[config.mk]
export PLATFORM = sky130hd
export DESIGN_NAME = roman_numeral_encoder
export DESIGN_NICKNAME = d
export VERILOG_FILES = /design/src/rtl/rne_pkg.sv /design/src/rtl/rne_digits.sv /design/src/rtl/roman_numeral_encoder.sv
export SDC_FILE = /design/constraint.sdc
export NUM_CORES = 1
export LEC_CHECK = 0
export BUFFER_PORTS_ARGS = -buffer_cell sky130_fd_sc_hd__buf_2
export CAP_MARGIN = 5
export CORE_MARGIN = 8
export CORE_UTILIZATION = 40
export CTS_BUF_LIST = sky130_fd_sc_hd__clkbuf_8
export DETAILED_ROUTE_END_ITERATION = 16
export GPL_ROUTABILITY_DRIVEN = 0
export PLACE_DENSITY_LB_ADDON = 0.12
export SLEW_MARGIN = 30
export SYNTH_ARGS = -nofsm -noshare
export SYNTH_HDL_FRONTEND = slang
export SYNTH_SLANG_ARGS = --single-unit
[constraint.sdc]
create_clock -name clk -period 3.6 [get_ports clk]
set_input_delay 0.18 -clock clk [delete_from_list [all_inputs] [get_ports clk]]
set_output_delay 0.18 -clock clk [all_outputs]
set_load 0.01 [all_outputs]
[src/rtl/rne_pkg.sv]
// Shared types, codes and lookup functions for the Roman numeral encoder.
// No dependencies; used by rne_digits and roman_numeral_encoder.

package rne_pkg;

  // Largest value that has a numeral
  localparam logic signed [31:0] MAX_VALUE = 32'sd3999;

  // Decimal places: thousands, hundreds, tens, units
  localparam int NUM_PLACES = 4;

  localparam logic [1:0] PLACE_TH = 2'd0;
  localparam logic [1:0] PLACE_HU = 2'd1;
  localparam logic [1:0] PLACE_TE = 2'd2;
  localparam logic [1:0] PLACE_UN = 2'd3;

  // Status codes on the result port
  localparam logic [1:0] STATUS_LETTER = 2'd0;
  localparam logic [1:0] STATUS_ZERO   = 2'd1;
  localparam logic [1:0] STATUS_RANGE  = 2'd2;

  // ASCII codes of the numeral letters
  localparam logic [6:0] CHR_NONE = 7'h00;
  localparam logic [6:0] CHR_I    = 7'h49;
  localparam logic [6:0] CHR_V    = 7'h56;
  localparam logic [6:0] CHR_X    = 7'h58;
  localparam logic [6:0] CHR_L    = 7'h4C;
  localparam logic [6:0] CHR_C    = 7'h43;
  localparam logic [6:0] CHR_D    = 7'h44;
  localparam logic [6:0] CHR_M    = 7'h4D;

  // One decimal digit per place, thousands in element 0
  typedef logic [NUM_PLACES-1:0][3:0] digits_t;

  // Symbol role within a place: one, five or the next one
  typedef enum logic [1:0] {
    SEL_ONE,
    SEL_FIVE,
    SEL_TEN
  } sym_sel_t;

  // Weight subtracted while splitting off the digit of a place
  function automatic logic [11:0] place_weight(input logic [1:0] place);
    logic [11:0] w;
    unique case (place)
      PLACE_TH: w = 12'd1000;
      PLACE_HU: w = 12'd100;
      PLACE_TE: w = 12'd10;
      default:  w = 12'd1;
    endcase
    return w;
  endfunction

  // Number of letters that a digit writes out
  function automatic logic [2:0] pat_len(input logic [3:0] d);
    logic [2:0] n;
    unique case (d)
      4'd1, 4'd5:             n = 3'd1;
      4'd2, 4'd4, 4'd6, 4'd9: n = 3'd2;
      4'd3, 4'd7:             n = 3'd3;
      4'd8:                   n = 3'd4;
      default:                n = 3'd0;
    endcase
    return n;
  endfunction

  // Symbol role of letter pos within the pattern of digit d
  function automatic sym_sel_t pat_sel(input logic [3:0] d, input logic [1:0] pos);
    sym_sel_t s;
    s = SEL_ONE;
    if (d == 4'd4 && pos == 2'd1) begin
      s = SEL_FIVE;
    end else if (d == 4'd9 && pos == 2'd1) begin
      s = SEL_TEN;
    end else if (d >= 4'd5 && d <= 4'd8 && pos == 2'd0) begin
      s = SEL_FIVE;
    end
    return s;
  endfunction

  // ASCII letter for a place and symbol role
  function automatic logic [6:0] place_sym(input logic [1:0] place, input sym_sel_t sel);
    logic [6:0] c;
    c = CHR_NONE;
    unique case (place)
      PLACE_TH: c = CHR_M;
      PLACE_HU: c = (sel == SEL_ONE) ? CHR_C : ((sel == SEL_FIVE) ? CHR_D : CHR_M);
      PLACE_TE: c = (sel == SEL_ONE) ? CHR_X : ((sel == SEL_FIVE) ? CHR_L : CHR_C);
      default:  c = (sel == SEL_ONE) ? CHR_I : ((sel == SEL_FIVE) ? CHR_V : CHR_X);
    endcase
    return c;
  endfunction

endpackage

[src/rtl/rne_digits.sv]
// Decimal digit splitter: one shared compare/subtract unit, repeated per place.
// Depends on rne_pkg.

module rne_digits (
  input  logic             clk,
  input  logic             rst,
  input  logic             go,
  input  logic [11:0]      num,
  output logic             done,
  output rne_pkg::digits_t digits
);

  logic        running;
  logic [11:0] rem;
  logic [1:0]  place;
  logic [3:0]  cnt;

  // Shared unit: compare and subtract the weight of the current place
  logic [11:0] weight;
  logic [12:0] diff;
  logic        fits;

  assign weight = rne_pkg::place_weight(place);
  assign diff   = {1'b0, rem} - {1'b0, weight};
  assign fits   = !diff[12];

  // Count subtractions per place, then move on; the tens place also stores the units digit
  always_ff @(posedge clk) begin
    if (rst) begin
      running <= 1'b0;
      done    <= 1'b0;
    end else begin
      done <= 1'b0;
      if (go) begin
        running <= 1'b1;
        rem     <= num;
        place   <= rne_pkg::PLACE_TH;
        cnt     <= 4'd0;
      end else if (running) begin
        if (fits) begin
          rem <= diff[11:0];
          cnt <= cnt + 4'd1;
        end else begin
          digits[place] <= cnt;
          cnt           <= 4'd0;
          if (place == rne_pkg::PLACE_TE) begin
            digits[rne_pkg::PLACE_UN] <= rem[3:0];
            running <= 1'b0;
            done    <= 1'b1;
          end else begin
            place <= place + 2'd1;
          end
        end
      end
    end
  end

endmodule

[src/rtl/roman_numeral_encoder.sv]
// Roman numeral encoder, top level: range check, digit split, letter sequencer.
// Out-of-range and zero values: one result the cycle after the transfer, busy stays low.
// Other values: busy while the digit splitter works, then one letter per cycle,
// with a gap for each zero place ahead of the last letter; busy drops with it.
// Worst case 3888: the longest numeral, 15 letters.
// Reset (rst, synchronous) returns to idle and clears the strobe; receiver cannot stall.

module roman_numeral_encoder (
  input  logic               clk,
  input  logic               rst,
  input  logic               start,
  output logic               busy,
  input  logic signed [31:0] value,
  output logic               strobe,
  output logic [6:0]         letter,
  output logic [1:0]         status,
  output logic               last
);

  typedef enum logic [1:0] {
    S_IDLE,
    S_SPLIT,
    S_EMIT
  } state_t;

  state_t           state;
  logic [1:0]       place;
  logic [1:0]       pos;
  logic             split_done;
  rne_pkg::digits_t digits;

  logic accept;
  logic out_of_range;
  logic is_zero;
  logic split_go;

  assign busy         = (state != S_IDLE);
  assign accept       = start && !busy;
  assign out_of_range = value[31] || (value > rne_pkg::MAX_VALUE);
  assign is_zero      = (value == 32'sd0);
  assign split_go     = accept && !out_of_range && !is_zero;

  rne_digits u_digits (
    .clk    (clk),
    .rst    (rst),
    .go     (split_go),
    .num    (value[11:0]),
    .done   (split_done),
    .digits (digits)
  );

  // Current digit, its pattern and whether every later digit is zero
  logic [3:0]        dig;
  logic [2:0]        len;
  logic              pos_end;
  logic              rest_zero;
  rne_pkg::sym_sel_t sel;

  assign dig     = digits[place];
  assign len     = rne_pkg::pat_len(dig);
  assign pos_end = (({1'b0, pos} + 3'd1) == len);
  assign sel     = rne_pkg::pat_sel(dig, pos);

  always_comb begin
    rest_zero = 1'b1;
    for (int i = 0; i < rne_pkg::NUM_PLACES; i++) begin
      if (2'(i) > place && digits[i] != 4'd0) begin
        rest_zero = 1'b0;
      end
    end
  end

  // Sequencer and registered result port
  always_ff @(posedge clk) begin
    if (rst) begin
      state  <= S_IDLE;
      strobe <= 1'b0;
    end else begin
      strobe <= 1'b0;
      unique case (state)
        S_IDLE: begin
          if (accept) begin
            if (out_of_range || is_zero) begin
              strobe <= 1'b1;
              letter <= rne_pkg::CHR_NONE;
              status <= out_of_range ? rne_pkg::STATUS_RANGE : rne_pkg::STATUS_ZERO;
              last   <= 1'b1;
            end else begin
              state <= S_SPLIT;
            end
          end
        end
        S_SPLIT: begin
          if (split_done) begin
            state <= S_EMIT;
            place <= rne_pkg::PLACE_TH;
            pos   <= 2'd0;
          end
        end
        S_EMIT: begin
          if (len == 3'd0) begin
            // skip a zero place
            place <= place + 2'd1;
          end else begin
            strobe <= 1'b1;
            letter <= rne_pkg::place_sym(place, sel);
            status <= rne_pkg::STATUS_LETTER;
            last   <= pos_end && rest_zero;
            if (pos_end) begin
              pos   <= 2'd0;
              place <= place + 2'd1;
              if (rest_zero) begin
                state <= S_IDLE;
              end
            end else begin
              pos <= pos + 2'd1;
            end
          end
        end
        default: state <= S_IDLE;
      endcase
    end
  end

  // Special results always close their item
  a_special_last: assert property (@(posedge clk) disable iff (rst)
    strobe && status != rne_pkg::STATUS_LETTER |-> last)
    else $error("special result without last");

  // Letter results carry a real letter
  a_letter_nonzero: assert property (@(posedge clk) disable iff (rst)
    strobe && status == rne_pkg::STATUS_LETTER |-> letter != rne_pkg::CHR_NONE)
    else $error("letter result with no letter");

  // Out-of-range transfer answers in the next cycle
  a_range_next: assert property (@(posedge clk) disable iff (rst)
    start && !busy && out_of_range |=> strobe && status == rne_pkg::STATUS_RANGE)
    else $error("out-of-range transfer not answered");

  // Last letter of a numeral drops busy
  a_last_idle: assert property (@(posedge clk) disable iff (rst)
    strobe && last |-> !busy)
    else $error("busy after last result");

endmodule
==> results of run 1 <==
[state kept, by name, indices dropped and copies added (netlist names), 2 cells and up]
name,flops
u_digits.digits,16
u_digits.rem,12
letter,6
u_digits.cnt,4
place,2
pos,2
state,2
status,2
u_digits.place,2
[layout make-up]
cell class                 instances  area, µm²
clock buffer                       5      68.82
fill                             737       4054
sequential                        52       1511
timing repair buffer              51      270.3
inverter                          14      52.55
tap                              102      127.6
clock inverter                     3      20.02
multi-input combinational        213       1503
[cell usage after synthesis (all sizes together), types with 2 or more instances]
library cell / count
clkbuf: 4
a211oi: 3
and3: 3
nand4: 2
nor2b: 6
xnor2: 7
buf: 4
xor2: 4
and2: 4
or2: 2
o21a: 3
nand2b: 5
a21oi: 19
nor4: 18
mux4: 4
dfxtp: 5
nor3: 9
nor3b: 3
a2111oi: 2
o21ai: 14
ha: 22
or3: 2
inv: 13
edfxtp: 47
a31oi: 2
a22o: 3
o41ai: 2
nand2: 22
nand3b: 2
nand3: 6
nor2: 26
a21o: 2
[kinds of logic after synthesis]
logic type | count (synthesis) | share of synthesized area, %
fa+ha+maj | 23 | 9.508
simple gates | 113 | 19.26
flops | 52 | 48.67
mux | 6 | 3.586
xor+xnor | 11 | 3.102
compound gates | 59 | 12.65
buf+inv | 22 | 3.102
other cells | 1 | 0.1208
[layer usage]
layer	vias to the layer above	part of all wire, %	global-route usage (%)
met5	-	0	0
met2	40	51	22.78
met3	9	2.9	2.540
met1	1098	44	14.27
li1	1179	-	-
met4	0	1.7	4.964
[per-stage QoR]
step / hold slack [ns] / instances
6_report: 0.1706 / 440
5_1_grt: 0.2048 / 440
4_1_cts: 0.1580 / 440
3_5_place_dp: 0.4789 / 432
3_3_place_gp: 0.4636 / 432
2_1_floorplan: 0.2585 / 287
[power by group through the flow]
| stage | sequential [mW] | clock (mW) | combinational, mW |
|---|---|---|---|
| finish | 0.652 | 0.329 | 0.0356 |
| global route | 0.652 | 0.362 | 0.0396 |
| CTS | 0.652 | 0.341 | 0.0362 |
| detailed placement | 0.666 | 0 | 0.0361 |
| global placement | 0.666 | 0 | 0.0352 |
| floorplan | 0.668 | 0 | 0.00810 |
[worst max path at each step]
stage	from	end	slack, ns
floorplan	u_digits.place[1]	u_digits.rem[0]	0.59
global placement	u_digits.place[1]	u_digits.rem[6]	0.61
detailed placement	u_digits.place[0]	u_digits.digits[11]	0.52
CTS	u_digits.place[0]	u_digits.digits[9]	0.49
global route	u_digits.place[0]	u_digits.digits[3]	0.21
finish	u_digits.place[0]	u_digits.digits[15]	0.51
[worst max-delay path, delay by kind of cell (launching register included)]
kind                     cells  cell delay (ns)
buffers and inverters        2             0.29
AO/OA/AOI/OAI                1             0.23
flip-flops                   1             0.44
AND/OR/NAND/NOR              5             1.34
adder cells (fa/ha/maj)      2             0.51
[cells in the final DEF (no fill, tap or decap), types with 7 or more instances in the layout]
cell	count
nor2_1	26
buf_2	45
xnor2_1	7
ha_1	22
nor3_1	8
nand2_1	21
nor4_1	18
edfxtp_1	47
inv_1	14
o21ai_0	14
a21oi_1	19
==> results.md, run 1 <==
- Status: complete, no violations
- Layout Nets: 395
- Final worst slack: between 0.5 and 0.6 ns
- Initial drt markers: 74
- Layout overhead on the synthesized area: 14.42%
- Logic pwr share: 3.5%
- TNS Setup: 0 ns
- Core area: 7607 µm²
- Resized cells post-CTS: 0
- HP Start: value[3]
- Peak VDD IR: 0.1345 mV
- Data arrival, critical path: 3.11 ns
- Clock skew: 0.01109 ns
- Post-synth top area cell: edfxtp_1
- Worst Hold End: u_digits.rem[3]
- Hold Path Class: input port to register
- R2R Setup Slk: ~0.51 ns
- Worst-path cell with the longest stage delay: nor4_1
- Post-Syn Nets: 345
- Setup crit start kind: register
- Antenna violations before repair: 0
- Die width: 104.1 µm
- Leakage: 1.328 nW
- Synth Instances: 287
- Relative slew slack: roughly 54%
- Die footprint: 10840 µm²
- Post-DP HPWL: 5312 µm
- Worst Setup Path Type: register to register
- Async SR Flop Fraction: 0%
- Clock Tree Buf Depth: 2
- Switching pwr: between 0.2 and 0.25 mW
- First-pass GRT wire length: 11400 µm
- Die height: 104.1 µm
- RSZ-0062 raised after global routing: no
- H-tree depth: 2
- Worst skew pair latency: around 0.30 ns
- Post-CTS Setup Repair Bufs: 0
- Diodes inserted: 0
- Mean Syn Cell Area: 10.82 µm²
- Pre-antenna DRT Iters: 4
- # DRC: 0
- Reg2reg path depth: 10
- GRT Util Overall: 12.65%
- Worst Hold Path Cells: 3
- Total wire length: 6687 µm
- Worst Path Required: roughly 3.6 ns
- Area post-placement: 3465 µm²
- R2R Path End: u_digits.digits[15]
- Syn. warnings: 0
- Final Hold Vio Count: 0
- Seq/Total Area, Yosys: about half
- Sw Ratio: between 20% and 30%
- Synth Flop Type: edfxtp_1
- CTS sink count: 52
- Top cells by area, synth: edfxtp_1, ha_1, nor4_1, dfxtp_1, nor2_1
- Period utilisation layout: between 80 and 90%
- TritonCTS Buffers: 5
- Proportion of netlist area held by the largest area contributor: 45.45%
- Final core occ: 46.71%
- Wire per inst: 15.20 µm
- Pwr/cell area: 286.0 nW/µm²
- Antenna Nets Post-Route: 0
- Crit-path max FO: 7
- Reg2reg start: u_digits.place[0]
- Power Total: roughly 1.0 mW
- Pre-CTS WS: 0.5193 ns
- Worst path cell trace: inv_1 > ha_1 > nor2_1 > ha_1 > nor4_1 > a211oi_1 > nor3_1 > nand2_1 > nor4_1 > buf_4
- DR vias: 2326
- Via/cell ratio: 5.286
- Number of flops mapped to enable cells by yosys: 47
- Vias in the first global route: ~2500
- Initial Utilization: between 40% and 50%
- Final min period: 3.088 ns
- Largest net degree at the start of global routing: 20
- Max Cap Viol: 0
- Port buffer count: 45
- Final setup viols: 0
- # rows: 32
- Layout cells sized above 1: 21.60%
- Cell area after synthesis: 3105 µm²
- Internal Power: 0.8049 mW
- CTS tree: done
- Design Area, Final: about 3600 µm²
- Library cells used by synthesis: 55
- Crit end category: register
- Hold_buf cts: 0
- Fmax: 0.3238 GHz
- Least-Margin Pin Slew: 0.6795 ns
- Root Driver: clkbuf_8
- Flops & latches, synth: 52
- CP max stage delay: 0.52 ns
- Clock slew at reported path FFs: ~0.090 ns
- GRT overflow: 0
- Clock share of power: 32.4%
- Reg power frac: 64.1%
- Io pins: 47
- Slew Viols, Final: 0
Note: power is estimated with default switching activity, not from simulation.
==> run 2: changes to the inputs <==
==> constraint.sdc (replaced) <==
create_clock -name clk -period 3.6 [get_ports clk]
set_input_delay 0.54 -clock clk [delete_from_list [all_inputs] [get_ports clk]]
set_output_delay 0.54 -clock clk [all_outputs]
set_load 0.01 [all_outputs]
==> results.md, run 2 (same netlist as run 1, synthesis figures left out) <==
- Reg2reg path depth: 10 (unchanged)
- Pwr/cell area: 320.1 nW/µm² (was 286.0 nW/µm²)
- RSZ-0062 raised after global routing: no (unchanged)
- Clock Tree Buf Depth: 2 (unchanged)
- Relative slew slack: 57.20% (was 54.45%)
- Worst Hold End: u_digits.rem[3] (unchanged)
- GRT Util Overall: 12.71% (was 12.65%)
- Largest register FFs: 16 (unchanged)
- Power Total: 1.154 mW (was 1.016 mW)
- CTS sink count: 52 (unchanged)
- Worst skew pair latency: 0.31 ns (was 0.30 ns)
- Commonest non-fill, non-tap cell in the layout: edfxtp_1 (unchanged)
- R2R Setup Slk: 0.46 ns (was 0.51 ns)
- Diodes inserted: 0 (unchanged)
- Worst Setup Path Type: register to register (unchanged)
- Clock skew: 0.01155 ns (was 0.01109 ns)
- DR vias: 2321 (was 2326)
- Layout overhead on the synthesized area: 16.08% (was 14.42%)
- Data arrival, critical path: 3.18 ns (was 3.11 ns)
- Most frequent cells in the layout: edfxtp_1, buf_2, nor2_1 (unchanged)
- Crit-path max FO: 7 (unchanged)
- Setup crit start kind: register (unchanged)
- Least-Margin Pin Slew: 0.6386 ns (was 0.6795 ns)
- Final Hold Vio Count: 0 (unchanged)
- R2R Path End: u_digits.digits[2] (was u_digits.digits[15])
- Root Driver: clkbuf_8 (unchanged)
- Period utilisation layout: 87.30% (was 85.78%)
- Fmax: 0.3182 GHz (was 0.3238 GHz)
- Initial Utilization: 40.82% (unchanged)
- Reg2reg start: u_digits.place[0] (unchanged)
- Clock slew at reported path FFs: 0.10 ns (was 0.09 ns)
- Io pins: 47 (unchanged)
- Total wire length: 6715 µm (was 6687 µm)
- Core area: 7607 µm² (unchanged)
- GRT overflow: 0 (unchanged)
- Hold WS: 0.5256 ns (was 0.1706 ns)
- Layout Nets: 396 (was 395)
- Worst Path Required: 3.64 ns (was 3.62 ns)
- Post-CTS Setup Repair Bufs: 0 (unchanged)
- Pre-CTS WS: 0.4237 ns (was 0.5193 ns)
- Wire per inst: 15.23 µm (was 15.20 µm)
- Peak VDD IR: 0.1729 mV (was 0.1345 mV)
- Die footprint: 10840 µm² (unchanged)
- Die width: 104.1 µm (unchanged)
- Worst Hold Path Cells: 3 (unchanged)
- Max Cap Viol: 0 (unchanged)
- First-pass GRT wire length: 11410 µm (was 11400 µm)
- Vias in the first global route: 2432 (was 2482)
- Final setup viols: 0 (unchanged)
- Leakage: 1.356 nW (was 1.328 nW)
- Largest regs: u_digits.digits: 16 flops, u_digits.rem: 12 flops, letter: 6 flops (unchanged)
- Pre-antenna DRT Iters: 6 (was 4)
- Final core occ: 47.38% (was 46.71%)
- CTS tree: done (unchanged)
- # DRC: 0 (unchanged)
- TritonCTS Buffers: 5 (unchanged)
- Port buffer count: 45 (unchanged)
- Crit end category: register (unchanged)
- Largest net degree at the start of global routing: 20 (unchanged)
- HP Start: value[3] (unchanged)
- Final worst slack: 0.4573 ns (was 0.5118 ns)
- Resized cells post-CTS: 0 (unchanged)
- Antenna violations before repair: 0 (unchanged)
- Via/cell ratio: 5.263 (was 5.286)
- Antenna Nets Post-Route: 0 (unchanged)
- Layout cells sized above 1: 21.83% (was 21.60%)
- TNS Setup: 0 ns (unchanged)
- Final min period: 3.143 ns (was 3.088 ns)
- Status: complete, no violations (unchanged)
- Largest Register: u_digits.digits (unchanged)
- H-tree depth: 2 (unchanged)
- Post-DP HPWL: 5305 µm (was 5312 µm)
- Hold_buf cts: 0 (unchanged)
- # rows: 32 (unchanged)
- Slew Viols, Final: 0 (unchanged)
- Initial drt markers: 66 (was 74)
- Die height: 104.1 µm (unchanged)
- Hold Path Class: input port to register (unchanged)
==> run 2: changes by cell type in the layout (fill, tap and decap cells not counted), sizes merged <==
| cell | change |
|---|---|
| buf | +1 |
| bufinv | +2 |
| clkinvlp | -1 |
| clkinv | -1 |
==> run 2: layer usage <==
layer | vias to the layer above | global-route usage [%] | share of wire [%]
met3 | 10 | 2.354 | 2.2
met5 | - | 0 | 0
met2 | 25 | 23.83 | 52
met1 | 1105 | 13.89 | 44
met4 | 0 | 4.447 | 1.7
li1 | 1181 | - | -
==> run 2: per-stage QoR <==
stage          instances  instance area (µm²)
2_1_floorplan        287                 3105
3_3_place_gp         433                 3467
3_5_place_dp         433                 3472
4_1_cts              441                 3605
5_1_grt              441                 3605
6_report             441                 3605
==> run 2: where the power goes <==
group	leakage (nW)	total (mW)	switching [mW]	internal, mW
combinational	0.820	0.0354	0.0177	0.0177
clock	0.0695	0.467	0.191	0.275
sequential	0.466	0.652	0.000662	0.651
==> run 2: final cells by class <==
| cell class | instances | area, µm² |
|---|---|---|
| Fill cell | 757 | 4003 |
| Sequential cell | 52 | 1511 |
| Multi-Input combinational cell | 213 | 1503 |
| Timing Repair Buffer | 52 | 277.8 |
| Tap cell | 102 | 127.6 |
| Clock buffer | 5 | 68.82 |
| Clock inverter | 3 | 63.81 |
| Inverter | 14 | 52.55 |
==> run 2: worst max path at each step <==
stage / start / endpoint / slack [ns] / cells after the start
detailed placement: u_digits.place[0] / u_digits.digits[11] / 0.42 / 10
CTS: u_digits.place[0] / u_digits.digits[8] / 0.41 / 10
global route: u_digits.place[0] / u_digits.digits[10] / 0.09 / 10
floorplan: u_digits.place[1] / u_digits.rem[0] / 0.59 / 9
global placement: u_digits.place[0] / u_digits.digits[0] / 0.48 / 10
finish: u_digits.place[0] / u_digits.digits[2] / 0.46 / 10
==> run 2: critical path, cell delays in order (launching register included) <==
cell      delay (ns)
edfxtp_1        0.44
inv_1           0.10
ha_1            0.30
nor2_1          0.08
ha_1            0.23
nor4_1          0.51
a211oi_1        0.21
nor3_1          0.29
nand2_1         0.17
nor4_1          0.33
buf_4           0.21
